`src/sv/ufm_pkg.sv`:
```
// Shared widths, codes and the control program of the disjoint-set sequencer.
package ufm_pkg;

  localparam int MAX_NODES_DEF = 1024;
  localparam int OP_W = 2;
  localparam int ID_W = 11;
  localparam int SIZE_W = 11;
  localparam int SUM_W = 20;
  localparam int STEP_W = 4;

  localparam logic [OP_W-1:0] OP_UNION = 2'd0;
  localparam logic [OP_W-1:0] OP_MOVE  = 2'd1;
  localparam logic [OP_W-1:0] OP_QUERY = 2'd2;

  typedef logic [STEP_W-1:0] step_t;

  localparam step_t S_IDLE     = 4'd0;
  localparam step_t S_UP_A     = 4'd1;
  localparam step_t S_COMP_A   = 4'd2;
  localparam step_t S_TAKE_A   = 4'd3;
  localparam step_t S_UP_B     = 4'd4;
  localparam step_t S_COMP_B   = 4'd5;
  localparam step_t S_TAKE_B   = 4'd6;
  localparam step_t S_FETCH    = 4'd7;
  localparam step_t S_UPDATE   = 4'd8;
  localparam step_t S_MOVE_OUT = 4'd9;
  localparam step_t S_READ_Q   = 4'd10;
  localparam step_t S_EMIT     = 4'd11;

  // Datapath operation of one step.
  typedef enum logic [3:0] {
    M_NONE,
    M_CLIMB,
    M_COMPRESS,
    M_TAKE_A,
    M_TAKE_B,
    M_HOLD_A,
    M_UPDATE,
    M_MOVE_OUT,
    M_EMIT
  } mop_t;

  // Jump condition; when false the step counter advances by one.
  typedef enum logic [2:0] {
    C_SEQ,
    C_ALWAYS,
    C_WAIT,
    C_NOT_ROOT,
    C_NOT_DONE,
    C_IS_QUERY,
    C_SAME_ROOT,
    C_IS_UNION
  } cond_t;

  // Which root the size and sum stores read.
  typedef enum logic {
    SEL_RA,
    SEL_RB
  } rsel_t;

  typedef struct packed {
    logic  idle;
    mop_t  mop;
    rsel_t rsel;
    cond_t cond;
    step_t target;
  } uword_t;

  typedef struct packed {
    logic go;
    logic not_root;
    logic not_done;
    logic is_query;
    logic same_root;
    logic is_union;
  } ustat_t;

  function automatic uword_t ucode(input step_t step);
    uword_t w;
    w = '{idle: 1'b0, mop: M_NONE, rsel: SEL_RA, cond: C_ALWAYS, target: S_IDLE};
    case (step)
      S_IDLE:     w = '{1'b1, M_NONE,     SEL_RA, C_WAIT,      S_IDLE};
      S_UP_A:     w = '{1'b0, M_CLIMB,    SEL_RA, C_NOT_ROOT,  S_UP_A};
      S_COMP_A:   w = '{1'b0, M_COMPRESS, SEL_RA, C_NOT_DONE,  S_COMP_A};
      S_TAKE_A:   w = '{1'b0, M_TAKE_A,   SEL_RA, C_IS_QUERY,  S_READ_Q};
      S_UP_B:     w = '{1'b0, M_CLIMB,    SEL_RA, C_NOT_ROOT,  S_UP_B};
      S_COMP_B:   w = '{1'b0, M_COMPRESS, SEL_RA, C_NOT_DONE,  S_COMP_B};
      S_TAKE_B:   w = '{1'b0, M_TAKE_B,   SEL_RA, C_SAME_ROOT, S_IDLE};
      S_FETCH:    w = '{1'b0, M_HOLD_A,   SEL_RB, C_SEQ,       S_IDLE};
      S_UPDATE:   w = '{1'b0, M_UPDATE,   SEL_RB, C_IS_UNION,  S_IDLE};
      S_MOVE_OUT: w = '{1'b0, M_MOVE_OUT, SEL_RA, C_ALWAYS,    S_IDLE};
      S_READ_Q:   w = '{1'b0, M_NONE,     SEL_RA, C_SEQ,       S_IDLE};
      S_EMIT:     w = '{1'b0, M_EMIT,     SEL_RA, C_ALWAYS,    S_IDLE};
      default:    w = '{1'b0, M_NONE,     SEL_RA, C_ALWAYS,    S_IDLE};
    endcase
    return w;
  endfunction

endpackage

```
`src/sv/ufm_seq.sv`:
```
// Step counter and control store of the disjoint-set sequencer.
module ufm_seq
  import ufm_pkg::*;
(
  input  logic   clk,
  input  logic   rst,
  input  ustat_t stat,
  output uword_t ctl
);

  step_t step;
  step_t step_next;
  logic  taken;

  assign ctl = ucode(step);

  always_comb begin
    case (ctl.cond)
      C_SEQ:       taken = 1'b0;
      C_ALWAYS:    taken = 1'b1;
      C_WAIT:      taken = !stat.go;
      C_NOT_ROOT:  taken = stat.not_root;
      C_NOT_DONE:  taken = stat.not_done;
      C_IS_QUERY:  taken = stat.is_query;
      C_SAME_ROOT: taken = stat.same_root;
      C_IS_UNION:  taken = stat.is_union;
      default:     taken = 1'b1;
    endcase
    step_next = taken ? ctl.target : step + step_t'(1);
  end

  always_ff @(posedge clk) begin
    if (rst) begin
      step <= S_IDLE;
    end else begin
      step <= step_next;
    end
  end

endmodule

```
`config.mk`:
```
export PLATFORM = sky130hd
export DESIGN_NAME = ufm_seq
export DESIGN_NICKNAME = d
export VERILOG_FILES = /design/src/sv/ufm_pkg.sv /design/src/sv/ufm_seq.sv
export SDC_FILE = /design/constraint.sdc
export NUM_CORES = 1
export LEC_CHECK = 0
export BUFFER_PORTS_ARGS = -buffer_cell sky130_fd_sc_hd__buf_2
export CAP_MARGIN = 20
export CORE_MARGIN = 2
export CORE_UTILIZATION = 40
export CTS_CLUSTER_DIAMETER = 200
export CTS_CLUSTER_SIZE = 14
export DETAILED_ROUTE_END_ITERATION = 8
export PLACE_DENSITY = 0.68
export SYNTH_ARGS = -nofsm -noshare
export SYNTH_HDL_FRONTEND = slang
export SYNTH_SLANG_ARGS = --single-unit
```
`constraint.sdc`:
```
create_clock -name clk -period 7.1 [get_ports clk]
set_input_delay 0.355 -clock clk [delete_from_list [all_inputs] [get_ports clk]]
set_output_delay 0.355 -clock clk [all_outputs]
set_load 0.02 [all_outputs]
```
==> results_dict.tcl, run 1 <==
set metrics [dict create \
    cts-htree-levels 1 \
    cts_hold_buf 0 \
    p_total_mw 0.4786 \
    maxCapViolCount 0 \
    grt_pass1_vias 730 \
    avgSynthCellArea_um2 9.396 \
    diodes 0 \
    routed_wl_mm 2.032 \
    grt_max_degree 17 \
    design.core.area_um2 2233 \
    clkTransAtPathRegs_ns 0.10 \
    status "complete, no violations" \
    synth_compound_area_share_pct 17.23 \
    powerDensity_nw_per_um2 441.2 \
    synthAdderAreaFrac_pct 6.527 \
    synth_top_family_by_area "simple AND/OR/NAND/NOR gates" \
    num_rows 17 \
    ctsRootBufferMaster "clkbuf_4" \
    final_area_um2 1085 \
    worst_setup_path_start_kind "flop" \
    grt-ovfl-total 0 \
    synth_warnings 0 \
    post_cts.repair.setup_buffers 0 \
    route.antenna.remaining_nets 0 \
    clock_path_buffers 2 \
    synth-edff-count 0 \
    groute.layer.met1.usage_pct 21.01 \
    hold_violations 0 \
    first_pass_iters 4 \
    grtUsageMet3_pct 2.542 \
    place_area_um2 1059 \
    io_buffers 20 \
    fin_util_pct 48.57 \
    synth_most_common_cell "dfxtp_1" \
    worst_slew_pin_slew_ns 0.4783 \
    synth.distinct_cells 44 \
    antenna_found_initial 0 \
    synth_top_cell_area_share_pct 35.51 \
    synth_cells 102 \
    cts_sinks 17 \
    async_flop_share_pct 0 \
    rsz0062_at_grt "no" \
    synth_area_leaders "dfxtp_1, ha_1, mux2i_1, nor2_1, inv_1" \
    drt-initial-drc-count 29 \
    synth_xor_area_share_pct 2.742 \
    slew_headroom_pct 68.00 \
    avgRoutedWirePerCell_um 13.55 \
    cts_resized 0 \
    fin_crit_ns 2.709 \
    dpl.cell_count 146 \
    synthMuxAreaShare_pct 11.10 \
    setup_viol 0 \
    synth_top_area_cell "dfxtp_1" \
    met2_usage_pct 25.00 \
    drc 0 \
    busiest_layer "met2" \
    synth_common_cells "dfxtp_1, nor2_1, inv_1" \
    cp.arrival_ns 2.89 \
    cts_buffers 3 \
    area_growth_pct 13.19 \
    initial_utilization_pct 42.91 \
    dp_hpwl_mm 1.587 \
    timing.final.crit_share_pct 38.16 \
    stdcell_count 150 \
    required_ns 7.28 \
    tns_ns 0 \
    cp_max_fo 16 \
    vias 829 \
    synth-seq-cells 17 \
    peakVddDrop_uv 222.8 \
    ys_seq_area_share_pct 35.51 \
    synthSimpleGateAreaFrac_pct 20.10 \
    hold_path_class "in -> reg" \
    grt_pass1_wl_mm 3.194 \
    maxSlewViolCount 0 \
    gp_congestion 0.8551 \
    crit_type "reg -> reg" \
    drive_gt1_share_pct 24.59 \
    leakagePower_nw 0.4967 \
    viasPerCell 5.527 \
    nNetsFinal 136 \
    die_w_um 52.95 \
    grtUsageTotal_pct 15.90 \
    insertion_delay_ns 0.29 \
    skew_ns 0.01086 \
    end_kind "flop" \
    dieArea_um2 2804 \
    synth-main-ff-cell "dfxtp_1" \
    die_h_um 52.95 \
    fmaxAchievable_mhz 369.1 \
    ios 21 \
    cts_tree "built" \
    synth_nets 115 \
    syn-cell-area_um2 958.4 \
]
[report_power, final]
group	switching, mW	internal, mW
clock	0.0285	0.0218
combinational	0.159	0.114
sequential	0.0276	0.128
total	0.215	0.264
[stage by stage]
stage,worst slack (ns),hold slack [ns]
global placement,4.448,0.6188
global route,4.234,0.4078
floorplan,4.578,0.6071
finish,4.391,0.3905
detailed placement,4.345,0.6018
CTS,4.395,0.3888
[cell type report]
type	instances	area, um^2
clock buffer	4	26.28
multi-input combinational	73	553.0
sequential	17	340.3
fill	212	1149
inverter	8	30.03
timing repair buffer	20	100.1
tap	28	35.03
[flip-flops by register name, summed over array words and instances (netlist names)]
name  count
ctl      13
step      4
[routing by layer]
metal  up-vias  part of all wire [%]  wire length (um)
li1        407                     -                 -
met1       390                    44               904
met2        26                    49              1005
met3         6                   4.2                86
met4         0                   1.8                36
met5         -                     0                 0
[critical path: stages, from the launching register on]
cell      delay (ns)
dfxtp_1         0.42
mux2i_1         0.10
mux4_2          0.67
mux2i_1         0.21
nor2_1          0.41
inv_1           0.12
ha_1            0.33
o211ai_1        0.10
a22o_1          0.25
[placed cells by master (no fill, tap or decap), types with 2 or more instances in the layout]
cell,n
buf_2,20
dfxtp_1,17
nor2_1,8
inv_1,7
nand2_1,6
mux2i_1,5
a21oi_1,5
ha_1,5
nor2b_1,4
nand3b_1,3
nor3_1,3
clkbuf_4,3
nand2b_1,2
xnor2_1,2
a22oi_1,2
a22o_1,2
a211oi_1,2
[final timing paths]
path / from / to / slack, ns / cells past startpoint
min: rst / step[0]$_SDFF_PP0_ / 0.39 / 2
max reg2reg: ctl[5]$_DFF_P_ / ctl[8]$_DFF_P_ / 4.39 / 8
max: ctl[5]$_DFF_P_ / ctl[8]$_DFF_P_ / 4.39 / 8
min reg2reg: ctl[1]$_SDFF_PP0_ / step[1]$_SDFF_PP0_ / 0.63 / 2
[cell families (layout without fill, tap and decap cells)]
kind of cell,count (synthesis),in the layout
DFF,17,17
buffers and inverters,12,32
AOI/OAI and AO/OA,22,22
and+or+nand+nor,35,35
adders and majority gates,5,5
muxes,8,8
xor gates and xnor gates,3,3
(Power assumes the default switching activity.)
==> inputs of run 2 (changes only) <==
- clock period: 7.1 -> 2.7 ns (I/O delays scaled with it)
==> results_dict.tcl, run 2 (synthesis gave the netlist of run 1 again) <==
set metrics [dict create \
    grt-ovfl-total 0 \
    dp_hpwl_mm 1.626 \
    rsz0062_at_grt "no" \
    clkTransAtPathRegs_ns 0.10 \
    tns_ns 0 \
    fin_crit_ns 2.499 \
    setup_viol 0 \
    grtUsageTotal_pct 15.93 \
    diodes 0 \
    drt-initial-drc-count 17 \
    area_growth_pct 13.97 \
    cts_hold_buf 0 \
    nNetsFinal 137 \
    hold_violations 0 \
    peakVddDrop_uv 642.7 \
    cts_buffers 3 \
    grt_max_degree 17 \
    cts-htree-levels 1 \
    worst_slew_pin_slew_ns 0.4429 \
    timing.final.crit_share_pct 92.55 \
    ios 21 \
    fmaxAchievable_mhz 400.2 \
    critPathTopFamily "multiplexers" \
    drc 0 \
    multi_input_area_um2 553.0 \
    end_kind "flop" \
    cts_tree "built" \
    cp.arrival_ns 2.70 \
    crit_type "reg -> reg" \
    slowest_stage "mux4_2" \
    required_ns 2.90 \
    initial_utilization_pct 42.91 \
    num_rows 17 \
    cts_sinks 17 \
    maxCapViolCount 0 \
    clock_path_buffers 2 \
    slew_headroom_pct 70.48 \
    fin_ws_ns 0.2011 \
    path_buf_inv 1 \
    hold_path_class "in -> reg" \
    design.core.area_um2 2233 \
    viasPerCell 5.358 \
    io_buffers 20 \
    fin_worst_hold_slack_ns 0.1821 \
    routed_wl_mm 2.025 \
    die_h_um 52.95 \
    ctsRootBufferMaster "clkbuf_4" \
    largest_reg_flops 13 \
    layout_common_cells "buf_2, dfxtp_1, nor2_1" \
    post_cts.repair.setup_buffers 0 \
    powerDensity_nw_per_um2 1162 \
    final_common_cell "buf_2" \
    avgRoutedWirePerCell_um 13.41 \
    crit_chain "mux2i_1, mux4_2, mux2i_4, nor2_2, inv_1, ha_1, o211ai_1, a22o_1" \
    vias 809 \
    die_w_um 52.95 \
    maxSlewViolCount 0 \
    cp_max_fo 16 \
    fillCellCount 225 \
    p_total_mw 1.269 \
    gp_congestion 0.8361 \
    critPathMaxStageDelay_ns 0.66 \
    antenna_found_initial 0 \
    worst_setup_path_start_kind "flop" \
    skew_ns 0.01106 \
    route.antenna.remaining_nets 0 \
    grt_pass1_wl_mm 3.208 \
    dp_slack_ns 0.2197 \
    cts_resized 0 \
    dieArea_um2 2804 \
    drive_gt1_share_pct 25.20 \
    first_pass_iters 4 \
    leakagePower_nw 0.5020 \
    register_area_um2 340.3 \
    grt_pass1_vias 714 \
    insertion_delay_ns 0.29 \
    status "complete, no violations" \
]
run 2: final timing paths:
check	startpoint	end	slack, ns	cells past startpoint
hold reg to reg	ctl[1]$_SDFF_PP0_	step[1]$_SDFF_PP0_	0.59	2
setup / recovery	ctl[5]$_DFF_P_	ctl[8]$_DFF_P_	0.20	8
setup reg to reg	ctl[5]$_DFF_P_	ctl[8]$_DFF_P_	0.20	8
hold / removal	rst	step[1]$_SDFF_PP0_	0.18	2
run 2: worst reg2reg max path: stages, from the launching register on:
cell and delay [ns]:
dfxtp_1 0.41, mux2i_1 0.10, mux4_2 0.66, mux2i_4 0.26, nor2_2 0.21, inv_1 0.11, ha_1 0.31, o211ai_1 0.10
a22o_1 0.24
run 2: final cells by class:
type	count	area share, %
Sequential cell	17	31.16
Inverter	8	2.749
Multi-Input combinational cell	73	50.63
Clock buffer	4	2.405
Tap cell	28	3.207
Timing Repair Buffer	21	9.851
run 2: where the power goes:
part,internal [mW],leakage (nW),switching [mW]
Clock,0.0575,0.0150,0.0755
Sequential,0.337,0.140,0.0728
Combinational,0.308,0.347,0.418
run 2: metal layers:
metal / vias up / global-route usage (%) / wire [um]
met3: 2 / 2.825 / 42
met1: 383 / 21.42 / 966
li1: 414 / - / -
met5: - / 0 / 0
met2: 10 / 24.38 / 990
met4: 0 / 7.692 / 26
run 2: metrics by stage:
step | util (%) | instances | cell area [um^2]
after floorplan | - | 102 | 958.4
after global placement | 47.73 | 147 | 1066
after detailed placement | 47.73 | 147 | 1066
after CTS | 48.91 | 151 | 1092
after global routing | 48.91 | 151 | 1092
final | 48.91 | 151 | 1092
==> inputs of run 3 (changes only) <==
- CELL_PAD_IN_SITES_DETAIL_PLACEMENT: default -> 0
- CELL_PAD_IN_SITES_GLOBAL_PLACEMENT: default -> 1
- CORE_MARGIN: 2 -> 1.5
- CORE_UTILIZATION: 40 -> 39
- PLACE_DENSITY: 0.68 -> 0.82
==> results_dict.tcl, run 3 (synthesis gave the netlist of run 1 again) <==
set metrics [dict create \
    status "complete, no violations" \
    die_h_um 52.58 \
    initial_utilization_pct 42.11 \
    layout_common_cells "buf_2, dfxtp_1, nor2_1" \
    cts-htree-levels 1 \
    final_common_cell "buf_2" \
    powerDensity_nw_per_um2 1166 \
    grt_max_degree 15 \
    dpl.cell_count 148 \
    fin_util_pct 48.38 \
    maxCapViolCount 0 \
    required_ns 2.90 \
    cp.arrival_ns 2.59 \
    peakVddDrop_uv 623.1 \
    num_rows 17 \
    grt-ovfl-total 0 \
    skew_ns 0.004242 \
    dieArea_um2 2764 \
    cts_resized 0 \
    cts_hold_buf 0 \
    ctsRootBufferMaster "clkbuf_4" \
    viasPerCell 5.434 \
    tns_ns 0 \
    drive_gt1_share_pct 26.61 \
    gp_congestion 0.7677 \
    hold_violations 0 \
    hold_path_class "in -> reg" \
    clkTransAtPathRegs_ns 0.10 \
    routed_wl_mm 2.000 \
    area_growth_pct 14.88 \
    drc 0 \
    insertion_delay_ns 0.29 \
    vias 826 \
    switchingPower_mw 0.5724 \
    dp_hpwl_mm 1.576 \
    antenna_found_initial 0 \
    design.core.area_um2 2276 \
    crit_type "reg -> reg" \
    rsz0062_at_grt "no" \
    drt-initial-drc-count 24 \
    slew_headroom_pct 74.98 \
    cellInternalPower_mw 0.7112 \
    nNetsFinal 138 \
    first_pass_iters 4 \
    reg2reg_setup_slack_ns 0.31 \
    cts_sinks 17 \
    post_cts.repair.setup_buffers 0 \
    worst_setup_path_start_kind "flop" \
    cts_tree "built" \
    route.antenna.remaining_nets 0 \
    combPwrFrac_pct 57.5 \
    switching_share_pct 44.60 \
    stdcell_count 152 \
    fmaxAchievable_mhz 417.9 \
    cts_buffers 3 \
    die_w_um 52.58 \
    clockPowerShare_pct 10.6 \
    fin_crit_ns 2.393 \
    seqPwrFrac_pct 31.9 \
    timing.final.crit_share_pct 88.62 \
    grt_pass1_vias 696 \
    grt_pass1_wl_mm 3.077 \
    clock_path_buffers 2 \
    cp_max_fo 14 \
    avgRoutedWirePerCell_um 13.16 \
    setup_viol 0 \
    ios 21 \
    io_buffers 20 \
    maxSlewViolCount 0 \
    leakagePower_nw 0.5094 \
    largest_reg_flops 13 \
    worst_slew_pin_slew_ns 0.3649 \
    end_kind "flop" \
    grtUsageTotal_pct 15.39 \
    diodes 0 \
]
-- run 3: worst max-delay path: stages (launching register included) --
cell and delay (ns):
dfxtp_1 0.42, mux2i_1 0.10, mux4_2 0.54, buf_4 0.22, mux2i_1 0.15, nor2_1 0.15, inv_1 0.08, ha_1 0.30
o211ai_1 0.10, a22o_1 0.24
-- run 3: final timing paths --
kind / depth (start not counted) / end / from
max reg2reg: 9 / ctl[8]$_DFF_P_ / ctl[5]$_DFF_P_
max: 9 / ctl[8]$_DFF_P_ / ctl[5]$_DFF_P_
min reg2reg: 2 / step[1]$_SDFF_PP0_ / ctl[1]$_SDFF_PP0_
min: 2 / step[0]$_SDFF_PP0_ / rst
-- run 3: power by group through the flow --
stage | combinational, mW | clock [mW] | sequential (mW)
after floorplan | 0.532 | 0 | 0.473
after global placement | 0.735 | 0 | 0.413
after detailed placement | 0.736 | 0 | 0.416
after CTS | 0.738 | 0.138 | 0.411
after global routing | 0.806 | 0.148 | 0.421
final | 0.738 | 0.136 | 0.410
-- run 3: cell type report --
cell class	count	area, um^2
clock buffer	3	22.52
clock inverter	1	5.005
fill	225	1175
inverter	8	30.03
multi-input combinational	73	553.0
sequential	17	340.3
tap	28	35.03
timing repair buffer	22	115.1
-- run 3: routing by layer --
| metal | wire, um | global-route usage [%] | up-vias |
|---|---|---|---|
| met4 | 38 | 8.547 | 0 |
| met3 | 72 | 2.000 | 5 |
| met1 | 959 | 21.58 | 389 |
| met2 | 931 | 22.50 | 21 |
| li1 | - | - | 411 |
| met5 | 0 | 0 | - |
-- run 3: metrics by stage --
stage          instance area (um^2)  hold slack (ns)  power [mW]  worst slack (ns)
2_1_floorplan                 958.4           0.3871       1.005            0.1775
3_3_place_gp                   1074           0.4805       1.148            0.4051
3_5_place_dp                   1074           0.4756       1.152            0.3248
4_1_cts                        1101           0.1716       1.287            0.3118
5_1_grt                        1101           0.2007       1.375            0.2056
6_report                       1101           0.1725       1.284            0.3073
